## src/run_length_escape_line_encoder_macros.svh

```systemverilog
// assertion macros for the run length escape line encoder
// used by the front, queue and back modules; needs nothing else
`ifndef RUN_LENGTH_ESCAPE_LINE_ENCODER_MACROS_SVH
`define RUN_LENGTH_ESCAPE_LINE_ENCODER_MACROS_SVH

// same-cycle implication, off while reset is asserted
`define RLEL_ASSERT_IMPLY(label, clk, rst_n, ante, cons, msg) \
	label: assert property (@(posedge clk) disable iff (!(rst_n)) (ante) |-> (cons)) \
		else $error(msg);

// next-cycle implication, off while reset is asserted
`define RLEL_ASSERT_NEXT(label, clk, rst_n, ante, cons, msg) \
	label: assert property (@(posedge clk) disable iff (!(rst_n)) (ante) |=> (cons)) \
		else $error(msg);

`endif

```

## src/rlel_pkg.sv

```systemverilog
// shared types, constants and byte coding functions of the line encoder
// no dependencies; used by the front, queue, back and top level files
package rlel_pkg;

	localparam int unsigned FIFO_DEPTH = 4;
	localparam int unsigned FIFO_AW    = $clog2(FIFO_DEPTH);

	localparam logic [5:0] MAX_RUN = 6'd63;
	localparam logic [7:0] CR_BYTE = 8'h0D;

	// configuration register indexes
	localparam logic [1:0] CFG_BUFFERED = 2'd0;
	localparam logic [1:0] CFG_LIMIT    = 2'd1;
	localparam logic [1:0] CFG_MARKER   = 2'd2;

	localparam logic [6:0] LIMIT_RESET  = 7'd60;
	localparam logic [7:0] MARKER_RESET = 8'h60;

	typedef struct packed {
		logic       buffered;
		logic [6:0] line_limit;
		logic [7:0] marker;
	} cfg_t;

	// one queued unit group: a run, or one to three single copies of a byte
	typedef struct packed {
		logic [7:0] b;
		logic [5:0] cnt;
		logic       run;
		logic       fin;
	} cmd_t;

	localparam logic [7:0] PREFIX_TAB [4] = '{8'h40, 8'h23, 8'h24, 8'h7E};

	function automatic logic [7:0] six_code(input logic [5:0] v);
		six_code = (v[5:4] == 2'b11) ? {2'b00, v} : {2'b01, v};
	endfunction

	function automatic logic is_plain(input logic [7:0] c, input logic [7:0] marker);
		is_plain = (c >= 8'h20) && (c <= 8'h7E) && (c != marker) &&
			(c != 8'h40) && (c != 8'h23) && (c != 8'h24) && (c != 8'h7E);
	endfunction

	function automatic logic [6:0] len_add(input logic [6:0] len, input logic [1:0] d);
		logic [7:0] s;
		s = {1'b0, len} + {6'd0, d};
		len_add = s[7] ? 7'h7F : s[6:0];
	endfunction

endpackage

```

## src/rlel_in_if.sv

```systemverilog
// raw byte channel of the line encoder, valid/ready handshake
// depends on nothing
interface rlel_in_if;
	logic       valid;
	logic       ready;
	logic [7:0] in_byte;
	logic       in_last;

	modport source(output valid, output in_byte, output in_last, input ready);
	modport sink(input valid, input in_byte, input in_last, output ready);
endinterface

```

## src/rlel_out_if.sv

```systemverilog
// encoded byte channel of the line encoder, valid/ready handshake
// depends on nothing
interface rlel_out_if;
	logic       valid;
	logic       ready;
	logic [7:0] out_byte;
	logic       out_last;

	modport source(output valid, output out_byte, output out_last, input ready);
	modport sink(input valid, input out_byte, input out_last, output ready);
endinterface

```

## src/rlel_front.sv

```systemverilog
// front end: tracks the pending run and turns input beats into queue commands
// depends on rlel_pkg, rlel_in_if and the assertion macro header
`include "run_length_escape_line_encoder_macros.svh"

module rlel_front (
	input  logic            clk,
	input  logic            arst_n,
	rlel_in_if.sink         in_ch,
	input  logic            full,
	output logic            push,
	output rlel_pkg::cmd_t  push_cmd
);

	logic [7:0]     held_byte_q;
	logic [5:0]     held_cnt_q;
	logic           pend_v_q;
	rlel_pkg::cmd_t pend_q;

	logic           accept;
	logic           match;
	logic [5:0]     cnt1;
	logic           a_v;
	logic           b_v;
	rlel_pkg::cmd_t a_cmd;
	rlel_pkg::cmd_t b_cmd;
	logic [5:0]     cnt_d;

	assign in_ch.ready = !pend_v_q && !full;
	assign accept      = in_ch.valid && in_ch.ready;

	always_comb begin
		match = (held_cnt_q != 6'd0) && (in_ch.in_byte == held_byte_q);
		cnt1  = held_cnt_q + 6'd1;
		a_v   = 1'b0;
		b_v   = 1'b0;
		a_cmd = '{b: held_byte_q, cnt: held_cnt_q, run: 1'b0, fin: 1'b0};
		b_cmd = '{b: in_ch.in_byte, cnt: 6'd1, run: 1'b0, fin: in_ch.in_last};
		cnt_d = held_cnt_q;
		if (match) begin
			a_cmd.cnt = cnt1;
			a_cmd.fin = in_ch.in_last;
			if (cnt1 == rlel_pkg::MAX_RUN) begin
				a_v       = 1'b1;
				a_cmd.run = 1'b1;
				cnt_d     = 6'd0;
			end else if (in_ch.in_last) begin
				// a run of three at the end goes out as singles
				a_v       = 1'b1;
				a_cmd.run = (cnt1 >= 6'd4);
				cnt_d     = 6'd0;
			end else begin
				cnt_d = cnt1;
			end
		end else begin
			a_v       = (held_cnt_q != 6'd0);
			a_cmd.run = (held_cnt_q >= 6'd3);
			b_v       = in_ch.in_last;
			cnt_d     = in_ch.in_last ? 6'd0 : 6'd1;
		end
	end

	always_comb begin
		push     = 1'b0;
		push_cmd = a_cmd;
		priority if (pend_v_q) begin
			push     = !full;
			push_cmd = pend_q;
		end else if (accept) begin
			push     = a_v || b_v;
			push_cmd = a_v ? a_cmd : b_cmd;
		end
	end

	always_ff @(posedge clk or negedge arst_n) begin
		if (!arst_n) begin
			held_byte_q <= '0;
			held_cnt_q  <= '0;
			pend_v_q    <= 1'b0;
		end else begin
			if (accept) begin
				held_cnt_q <= cnt_d;
				if (!match) begin
					held_byte_q <= in_ch.in_byte;
				end
			end
			if (pend_v_q && !full) begin
				pend_v_q <= 1'b0;
			end else if (accept && a_v && b_v) begin
				pend_v_q <= 1'b1;
			end
		end
	end

	always_ff @(posedge clk) begin
		if (accept && a_v && b_v) begin
			pend_q <= b_cmd;
		end
	end

	`RLEL_ASSERT_IMPLY(a_pend_blocks_input, clk, arst_n, pend_v_q, !in_ch.ready, "input taken while a second command waits")
	`RLEL_ASSERT_NEXT(a_run_never_full, clk, arst_n, accept && !in_ch.in_last, held_cnt_q != rlel_pkg::MAX_RUN, "held run reached its limit without being sent")

endmodule

```

## src/rlel_cmd_fifo.sv

```systemverilog
// short command queue between front and back
// depends on rlel_pkg and the assertion macro header
`include "run_length_escape_line_encoder_macros.svh"

module rlel_cmd_fifo (
	input  logic            clk,
	input  logic            arst_n,
	input  logic            push,
	input  rlel_pkg::cmd_t  push_cmd,
	input  logic            pop,
	output logic            full,
	output logic            head_v,
	output rlel_pkg::cmd_t  head
);

	rlel_pkg::cmd_t                 mem [rlel_pkg::FIFO_DEPTH];
	logic [rlel_pkg::FIFO_AW-1:0]   wr_q;
	logic [rlel_pkg::FIFO_AW-1:0]   rd_q;
	logic [rlel_pkg::FIFO_AW:0]     cnt_q;

	assign full   = (cnt_q == (rlel_pkg::FIFO_AW + 1)'(rlel_pkg::FIFO_DEPTH));
	assign head_v = (cnt_q != '0);
	assign head   = mem[rd_q];

	always_ff @(posedge clk or negedge arst_n) begin
		if (!arst_n) begin
			wr_q  <= '0;
			rd_q  <= '0;
			cnt_q <= '0;
		end else begin
			if (push) begin
				wr_q <= wr_q + 1'b1;
			end
			if (pop) begin
				rd_q <= rd_q + 1'b1;
			end
			unique case ({push, pop})
				2'b10:   cnt_q <= cnt_q + 1'b1;
				2'b01:   cnt_q <= cnt_q - 1'b1;
				default: cnt_q <= cnt_q;
			endcase
		end
	end

	always_ff @(posedge clk) begin
		if (push) begin
			mem[wr_q] <= push_cmd;
		end
	end

	`RLEL_ASSERT_IMPLY(a_no_overflow, clk, arst_n, full, !push || pop, "command queue overflow")
	`RLEL_ASSERT_IMPLY(a_no_underflow, clk, arst_n, pop, head_v, "pop from empty command queue")

endmodule

```

## src/rlel_back.sv

```systemverilog
// back end: expands queued commands into line-safe bytes, one byte per cycle unless
// stalled, and keeps line length; needs rlel_pkg, rlel_out_if and the macro header
`include "run_length_escape_line_encoder_macros.svh"

module rlel_back (
	input  logic            clk,
	input  logic            arst_n,
	input  rlel_pkg::cfg_t  cfg,
	input  logic            head_v,
	input  rlel_pkg::cmd_t  head,
	output logic            pop,
	rlel_out_if.source      out_ch
);

	localparam logic [2:0] P_UNIT = 3'd0;
	localparam logic [2:0] P_MARK = 3'd1;
	localparam logic [2:0] P_CNT  = 3'd2;
	localparam logic [2:0] P_BYTE = 3'd3;
	localparam logic [2:0] P_CODE = 3'd4;
	localparam logic [2:0] P_END  = 3'd5;

	logic [2:0] ph_q;
	logic [1:0] done_q;
	logic [6:0] len_q;
	logic       out_v_q;
	logic [7:0] out_byte_q;
	logic       out_last_q;

	logic       adv;
	logic       fire;
	logic       cr_need;
	logic [2:0] eff;
	logic       unit_done;
	logic [7:0] byte_d;
	logic       last_d;
	logic [6:0] len_d;
	logic [2:0] ph_d;
	logic [1:0] done_d;
	logic       pop_d;

	assign adv  = !out_v_q || out_ch.ready;
	assign fire = adv && head_v;
	assign pop  = fire && pop_d;

	assign out_ch.valid    = out_v_q;
	assign out_ch.out_byte = out_byte_q;
	assign out_ch.out_last = out_last_q;

	always_comb begin
		cr_need = !cfg.buffered && (len_q >= cfg.line_limit);
		eff     = ph_q;
		// no line break due: go straight to the unit's first byte
		if (ph_q == P_UNIT && !cr_need) begin
			eff = head.run ? P_MARK : P_BYTE;
		end
		unit_done = 1'b0;
		byte_d    = rlel_pkg::CR_BYTE;
		last_d    = 1'b0;
		len_d     = len_q;
		ph_d      = ph_q;
		done_d    = done_q;
		pop_d     = 1'b0;
		unique case (eff)
			P_UNIT: begin
				len_d = '0;
				ph_d  = head.run ? P_MARK : P_BYTE;
			end
			P_MARK: begin
				byte_d = cfg.marker;
				ph_d   = P_CNT;
			end
			P_CNT: begin
				byte_d = rlel_pkg::six_code(head.cnt);
				ph_d   = P_BYTE;
			end
			P_BYTE: begin
				if (rlel_pkg::is_plain(head.b, cfg.marker)) begin
					byte_d    = head.b;
					len_d     = rlel_pkg::len_add(len_q, 2'd1);
					unit_done = 1'b1;
				end else begin
					byte_d = rlel_pkg::PREFIX_TAB[head.b[7:6]];
					ph_d   = P_CODE;
				end
			end
			P_CODE: begin
				byte_d    = rlel_pkg::six_code(head.b[5:0]);
				len_d     = rlel_pkg::len_add(len_q, 2'd2);
				unit_done = 1'b1;
			end
			P_END: begin
				last_d = 1'b1;
				len_d  = '0;
				ph_d   = P_UNIT;
				done_d = '0;
				pop_d  = 1'b1;
			end
			default: begin
				ph_d = P_UNIT;
			end
		endcase
		if (unit_done) begin
			priority if (!head.run && ((6'(done_q) + 6'd1) < head.cnt)) begin
				done_d = done_q + 2'd1;
				ph_d   = P_UNIT;
			end else if (head.fin && !cfg.buffered) begin
				ph_d = P_END;
			end else begin
				ph_d   = P_UNIT;
				done_d = '0;
				pop_d  = 1'b1;
				if (head.fin) begin
					last_d = 1'b1;
					len_d  = '0;
				end
			end
		end
	end

	always_ff @(posedge clk or negedge arst_n) begin
		if (!arst_n) begin
			ph_q    <= P_UNIT;
			done_q  <= '0;
			len_q   <= '0;
			out_v_q <= 1'b0;
		end else begin
			if (adv) begin
				out_v_q <= head_v;
			end
			if (fire) begin
				ph_q   <= ph_d;
				done_q <= done_d;
				len_q  <= len_d;
			end
		end
	end

	always_ff @(posedge clk) begin
		if (fire) begin
			out_byte_q <= byte_d;
			out_last_q <= last_d;
		end
	end

	`RLEL_ASSERT_IMPLY(a_end_cr_only_on_fin, clk, arst_n, fire && ph_q == P_END, head.fin && !cfg.buffered, "closing line break outside a message end")
	`RLEL_ASSERT_IMPLY(a_count_only_in_run, clk, arst_n, fire && (ph_q == P_CNT || ph_q == P_MARK), head.run, "run marker or count for a single byte")

endmodule

```

## src/run_length_escape_line_encoder.sv

```systemverilog
// channel   | dir | payload            | beat
// in_ch     | in  | in_byte, in_last   | valid && ready
// out_ch    | out | out_byte, out_last | valid && ready
// cfg       | in  | cfg_idx, cfg_data  | cfg_we
// one encoded byte leaves per cycle unless out_ch stalls or the queue is empty; a beat
// closing a held group and a message at once queues two commands; input waits for both
// each input beat yields 0 to 10 output bytes, so the output side sets the pace
// a four-entry command queue lets the front keep taking beats while bytes drain
// reset clears run state, line length, queue and registers; no clearing pass
//
// top level: configuration registers, front end, command queue and back end
// depends on rlel_pkg, rlel_in_if, rlel_out_if, rlel_front, rlel_cmd_fifo, rlel_back
module run_length_escape_line_encoder (
	input  logic        clk,
	input  logic        arst_n,
	rlel_in_if.sink     in_ch,
	rlel_out_if.source  out_ch,
	input  logic        cfg_we,
	input  logic [1:0]  cfg_idx,
	input  logic [7:0]  cfg_data
);

	rlel_pkg::cfg_t cfg_q;
	logic           full;
	logic           push;
	rlel_pkg::cmd_t push_cmd;
	logic           pop;
	logic           head_v;
	rlel_pkg::cmd_t head;

	always_ff @(posedge clk or negedge arst_n) begin
		if (!arst_n) begin
			cfg_q.buffered   <= 1'b0;
			cfg_q.line_limit <= rlel_pkg::LIMIT_RESET;
			cfg_q.marker     <= rlel_pkg::MARKER_RESET;
		end else if (cfg_we) begin
			unique case (cfg_idx)
				rlel_pkg::CFG_BUFFERED: cfg_q.buffered   <= cfg_data[0];
				rlel_pkg::CFG_LIMIT:    cfg_q.line_limit <= cfg_data[6:0];
				rlel_pkg::CFG_MARKER:   cfg_q.marker     <= cfg_data;
				default:                cfg_q            <= cfg_q;
			endcase
		end
	end

	rlel_front u_front (
		.clk      (clk),
		.arst_n   (arst_n),
		.in_ch    (in_ch),
		.full     (full),
		.push     (push),
		.push_cmd (push_cmd)
	);

	rlel_cmd_fifo u_fifo (
		.clk      (clk),
		.arst_n   (arst_n),
		.push     (push),
		.push_cmd (push_cmd),
		.pop      (pop),
		.full     (full),
		.head_v   (head_v),
		.head     (head)
	);

	rlel_back u_back (
		.clk    (clk),
		.arst_n (arst_n),
		.cfg    (cfg_q),
		.head_v (head_v),
		.head   (head),
		.pop    (pop),
		.out_ch (out_ch)
	);

endmodule
```

## src/flat_wrapper.sv

```systemverilog
// flat-port wrapper written by rule: the top's interface ports become plain ports
module run_length_escape_line_encoder_flat 
  (clk, arst_n, cfg_we, cfg_idx, cfg_data, in_ch_valid, in_ch_in_byte, in_ch_in_last, in_ch_ready, out_ch_valid, out_ch_out_byte, out_ch_out_last, out_ch_ready);
  rlel_in_if in_ch_i ();
  rlel_out_if out_ch_i ();
  input  logic clk;
  input  logic arst_n;
  input  logic cfg_we;
  input  logic [1:0] cfg_idx;
  input  logic [7:0] cfg_data;
  input wire logic [$bits(in_ch_i.valid)-1:0] in_ch_valid;
  input wire logic [$bits(in_ch_i.in_byte)-1:0] in_ch_in_byte;
  input wire logic [$bits(in_ch_i.in_last)-1:0] in_ch_in_last;
  output wire logic [$bits(in_ch_i.ready)-1:0] in_ch_ready;
  output wire logic [$bits(out_ch_i.valid)-1:0] out_ch_valid;
  output wire logic [$bits(out_ch_i.out_byte)-1:0] out_ch_out_byte;
  output wire logic [$bits(out_ch_i.out_last)-1:0] out_ch_out_last;
  input wire logic [$bits(out_ch_i.ready)-1:0] out_ch_ready;
  assign in_ch_i.valid = in_ch_valid;
  assign in_ch_i.in_byte = in_ch_in_byte;
  assign in_ch_i.in_last = in_ch_in_last;
  assign in_ch_ready = in_ch_i.ready;
  assign out_ch_valid = out_ch_i.valid;
  assign out_ch_out_byte = out_ch_i.out_byte;
  assign out_ch_out_last = out_ch_i.out_last;
  assign out_ch_i.ready = out_ch_ready;
  run_length_escape_line_encoder u_core (.clk(clk), .arst_n(arst_n), .in_ch(in_ch_i), .out_ch(out_ch_i), .cfg_we(cfg_we), .cfg_idx(cfg_idx), .cfg_data(cfg_data));
endmodule
```

## config.mk

```make
export PLATFORM = sky130hd
export DESIGN_NAME = run_length_escape_line_encoder_flat
export DESIGN_NICKNAME = d
export VERILOG_FILES = /design/src/rlel_pkg.sv /design/src/rlel_in_if.sv /design/src/rlel_out_if.sv /design/src/rlel_front.sv /design/src/rlel_cmd_fifo.sv /design/src/rlel_back.sv /design/src/run_length_escape_line_encoder.sv /design/src/flat_wrapper.sv
export VERILOG_INCLUDE_DIRS = /design/src /design/src/src
export SDC_FILE = /design/constraint.sdc
export NUM_CORES = 1
export LEC_CHECK = 0
export ABC_AREA = 1
export BUFFER_PORTS_ARGS = -buffer_cell sky130_fd_sc_hd__clkbuf_2
export CORE_MARGIN = 3
export CORE_UTILIZATION = 40
export DETAILED_ROUTE_END_ITERATION = 8
export PLACE_DENSITY_LB_ADDON = 0.25
export SETUP_SLACK_MARGIN = 0.5
export SLEW_MARGIN = 20
export SYNTH_ARGS = -nofsm -noshare
export SYNTH_HDL_FRONTEND = slang
export SYNTH_HIERARCHICAL = 1
export SYNTH_SLANG_ARGS = --single-unit
```

## constraint.sdc

```tcl
create_clock -name clk -period 4.81 [get_ports clk]
set_clock_uncertainty 0.15 [all_clocks]
set_input_delay 0.962 -clock clk [delete_from_list [all_inputs] [get_ports clk]]
set_output_delay 0.962 -clock clk [all_outputs]
set_load 0.1 [all_outputs]
```

==> summary.txt <==
Status
  • Status: finished clean

Yosys
  • Synth cell types: 46
  • Synth Instances: 884
  • Most used DFF post-synth: edfxtp_1
  • Synthesized area per cell: 9.00 um^2
  • Number of synthesized flops with an enable pin: 82
  • YS warnings: 6
  • Post-synth ARST share: 38.3%
  • Synth top area share: 30.9%
  • Top-count cell post-synth: nand2_1
  • Seq/Total Area, Yosys: 47.1%
  • Leading area contributor after synthesis: edfxtp_1
  • Area contributors post-synth: edfxtp_1 31%, dfrtp_1 14%, nand2_1 12%
  • Synthesized cell area: 0.00796 mm^2
  • Commonest cells in the netlist: 246 x nand2_1, 123 x inv_1, 82 x edfxtp_1, 56 x nand3_1, 45 x dfrtp_1
  • Yosys reg bits: 133
  • Syn Nets: 932

Critical path
  • Slowest library cell on the worst path: dfrtp_4
  • WP buf/inv: 4
  • Crit-path max cell delay: 630 ps
  • CP max FO: 22
  • Worst Path Arrival: 4110 ps
  • Req. time, crit path: 4960 ps
  • Critical path launch point type: flop
  • Crit. End Element: flop
  • CP top delay family: simple AND/OR/NAND/NOR gates
  • Reg2Reg Setup Slack: 850 ps
  • Critical path cell sequence: buf_16, nand2_1, o211ai_2, nand2_2, inv_1, ha_1, a21oi_1, nand2_2, nor2_4, nand3_4, inv_4, nand3_4, nand2_4, nand3_1, a21oi_2, ha_1, inv_1, fa_1, nand2_1, nand3_1, nand2_1, nand2_1
  • WS Path Type: reg -> reg
  • Most common cell type on the critical path: nand2_1

Final layout
  • Final core occ: 46.0%
  • Area growth syn-to-layout: 10.7%
  • Fill count: 1867
  • FF+latch area: 0.00375 mm^2
  • Footprint of the multi-input gates: 0.00340 mm^2
  • Inserted Diodes: 0
  • Layout net count: 961
  • Fin cells: 1186
  • Layout cells sized above 1: 20.8%

Global route
  • First-pass GRT wire length: 27800 um
  • Vias in the first global route: 5539
  • Met2 track demand over resource: 26.8%
  • Antenna violations before repair: 0
  • Met1 Usage GRT: 20.8%
  • Gr busiest metal: met2
  • Pin count of the biggest net entering global routing: 52
  • Gr ovfl total: 0
  • GRT Util Overall: 16.0%
  • Grt met3 use: 3.36%

Place
  • Dpl hpwl: 12000 um
  • Pre-CTS setup slack: 589 ps
  • GP Congestion: 0.934
  • Placed instance count: 1153
  • Port Buffers: 34

Worst hold path
  • Worst hold path class: reg -> reg

Clocking
  • Root Driver: clkbuf_16
  • CTS H-tree depth: 4
  • Max clock buf depth: 2
  • CTS buffer count: 17
  • Clk_lat worst skew: 420 ps
  • Hold-fix buffers, CTS: 0
  • Clock slew at reported path FFs: 60 ps
  • CTS tree: built
  • Sink Count: 133

Floorplanning
  • Core box area: 0.0191 mm^2
  • I/O pin count: 35
  • Die Area: 0.0216 mm^2
  • Die width: 147 um
  • # rows: 50
  • Die H: 147 um
  • Initial Util: 41.6%

Drt
  • DR iter-0 viols: 408
  • Residual DRC: 0
  • Pre-antenna DRT Iters: 5
  • Vias per inst: 4.89
  • DR WL/cell: 14.1 um
  • Wirelength, routed: 16800 um
  • Via count: 5805
  • ANT nets after route: 0

Power
  • Maximum VDD drop: 0.467 mV
  • Power Density: 713 mW/mm^2
  • Overall power: 6.28 mW
  • Leakage power: 4.03 nW

STA
  • FMAX: 0.253 GHz
  • Slew @ Worst Pin: 1030 ps
  • Final setup fails: 0
  • Slew Viols, Final: 0
  • Setup TNS after final layout: 0 ps
  • Period utilization: 82.3%
  • Relative slew slack: 30.9%
  • RSZ-0062 raised after global routing: false
  • Clock period minus worst slack: 3960 ps
  • Setup WS post-layout: 852 ps
  • Final hold vios: 0

Flow run
  • Max-cap violations: 0
state kept, by name, summed over array words and instances, names as in the netlist:
| register | count |
|---|---|
| u_core/u_back/out_ch.out_byte | 8 |
| u_core/u_fifo/rd_q | 2 |
| u_core/u_front/pend_v_q | 1 |
| u_core/u_back/len_q | 7 |
| u_core/cfg_q | 16 |
| u_core/u_front/held_cnt_q | 6 |
| u_core/u_fifo/mem | 64 |
| u_core/u_fifo/wr_q | 2 |
| u_core/u_back/done_q | 2 |
| u_core/u_back/out_ch.out_last | 1 |
| u_core/u_back/out_ch.valid | 1 |
| u_core/u_fifo/cnt_q | 3 |
| u_core/u_front/pend_q | 9 |
| u_core/u_back/ph_q | 3 |
| u_core/u_front/held_byte_q | 8 |
worst register-to-register path, stage by stage (launching register included):
cell and delay, ps:
dfrtp_4 630, buf_16 230, nand2_1 90, o211ai_2 80, nand2_2 130, inv_1 90, ha_1 230, a21oi_1 190
nand2_2 90, nor2_4 120, nand3_4 180, inv_4 140, nand3_4 90, nand2_4 140, nand3_1 100, a21oi_2 220
ha_1 210, inv_1 60, fa_1 380, nand2_1 100, nand3_1 80, nand2_1 60, nand2_1 50
layout by cell type, fill, tap and decap left out, types with 2 or more instances in the layout:
master and instances:
dfrtp_1 43, inv_8 3, nand2_1 246, nand4_1 24
nand2_2 31, xor2_1 6, inv_1 123, inv_2 11
dfstp_2 6, clkinvlp_4 2, nand2_4 13, nor3_2 3
a22oi_1 5, clkbuf_16 17, nor2_2 5, nor2_4 3
ha_1 23, inv_6 6, edfxtp_1 82, a21oi_1 14
nand3_2 12, o21ai_0 28, nand3_1 56, nor2_1 39
nor3_1 5, clkbuf_2 34, o22ai_1 2, o211ai_1 11
buf_4 3, nand3_4 5, o21ai_1 11, clkinv_4 3
o211ai_2 23, a21oi_2 3, xnor2_1 8
area by class of cell:
cell class,count,area share [%]
clock buffer,17,4.83
clock inverter,15,1.83
inverter,137,5.98
multi-input combinational,586,38.6
sequential,133,42.6
tap,260,3.69
timing repair buffer,38,2.50
routing by layer:
layer | vias to the layer above | share of wire, %
li1 | 2963 | -
met1 | 2694 | 45
met2 | 120 | 49
met3 | 28 | 3.9
met4 | 0 | 1.8
met5 | - | 0
kinds of logic (layout without fill, tap and decap cells):
logic type      count (synthesis)  count (layout)  share of synthesized area, %
compound gates                103             103                          9.53
xor+xnor                       15              15                          1.75
fa+ha+maj                      24              24                          3.87
buf+inv                       165             207                          10.3
flops                         133             133                          47.1
simple gates                  444             444                          27.5
final timing paths:
kind / startpoint / to / depth (start not counted)
worst max-delay path: u_core/u_fifo/rd_q[0] / u_core/u_fifo/cnt_q[2] / 22
worst min-delay path: u_core/cfg_q[10] / u_core/cfg_q[10] / 2
worst max register to register: u_core/u_fifo/rd_q[0] / u_core/u_fifo/cnt_q[2] / 22
worst min register to register: u_core/cfg_q[10] / u_core/cfg_q[10] / 2
max in group asynchronous: arst_n / u_core/u_fifo/rd_q[0] / 2
min in group asynchronous: arst_n / u_core/u_back/len_q[3] / 2
power by group:
part | switching, mW | internal [mW] | leakage (nW)
Clock | 0.556 | 0.734 | 0.284
Combinational | 2.14 | 0.894 | 2.35
Sequential | 0.261 | 1.70 | 1.39
what timing repair did:
| item | 4_1_cts | 5_1_grt |
|---|---|---|
| gates resized for setup | 0 | 3 |
| hold endpoints to repair | 0 | 0 |
| setup buffers | 0 | 1 |
| endpoints found under the setup margin | 0 | 2 |
per-stage QoR:
stage	hold slack, ps	instance area [um^2]
finish	311	8810
global route	330	8810
CTS	313	8770
detailed placement	303	8190
global placement	301	8190
floorplan	292	7960
(Power assumes the default switching activity.)
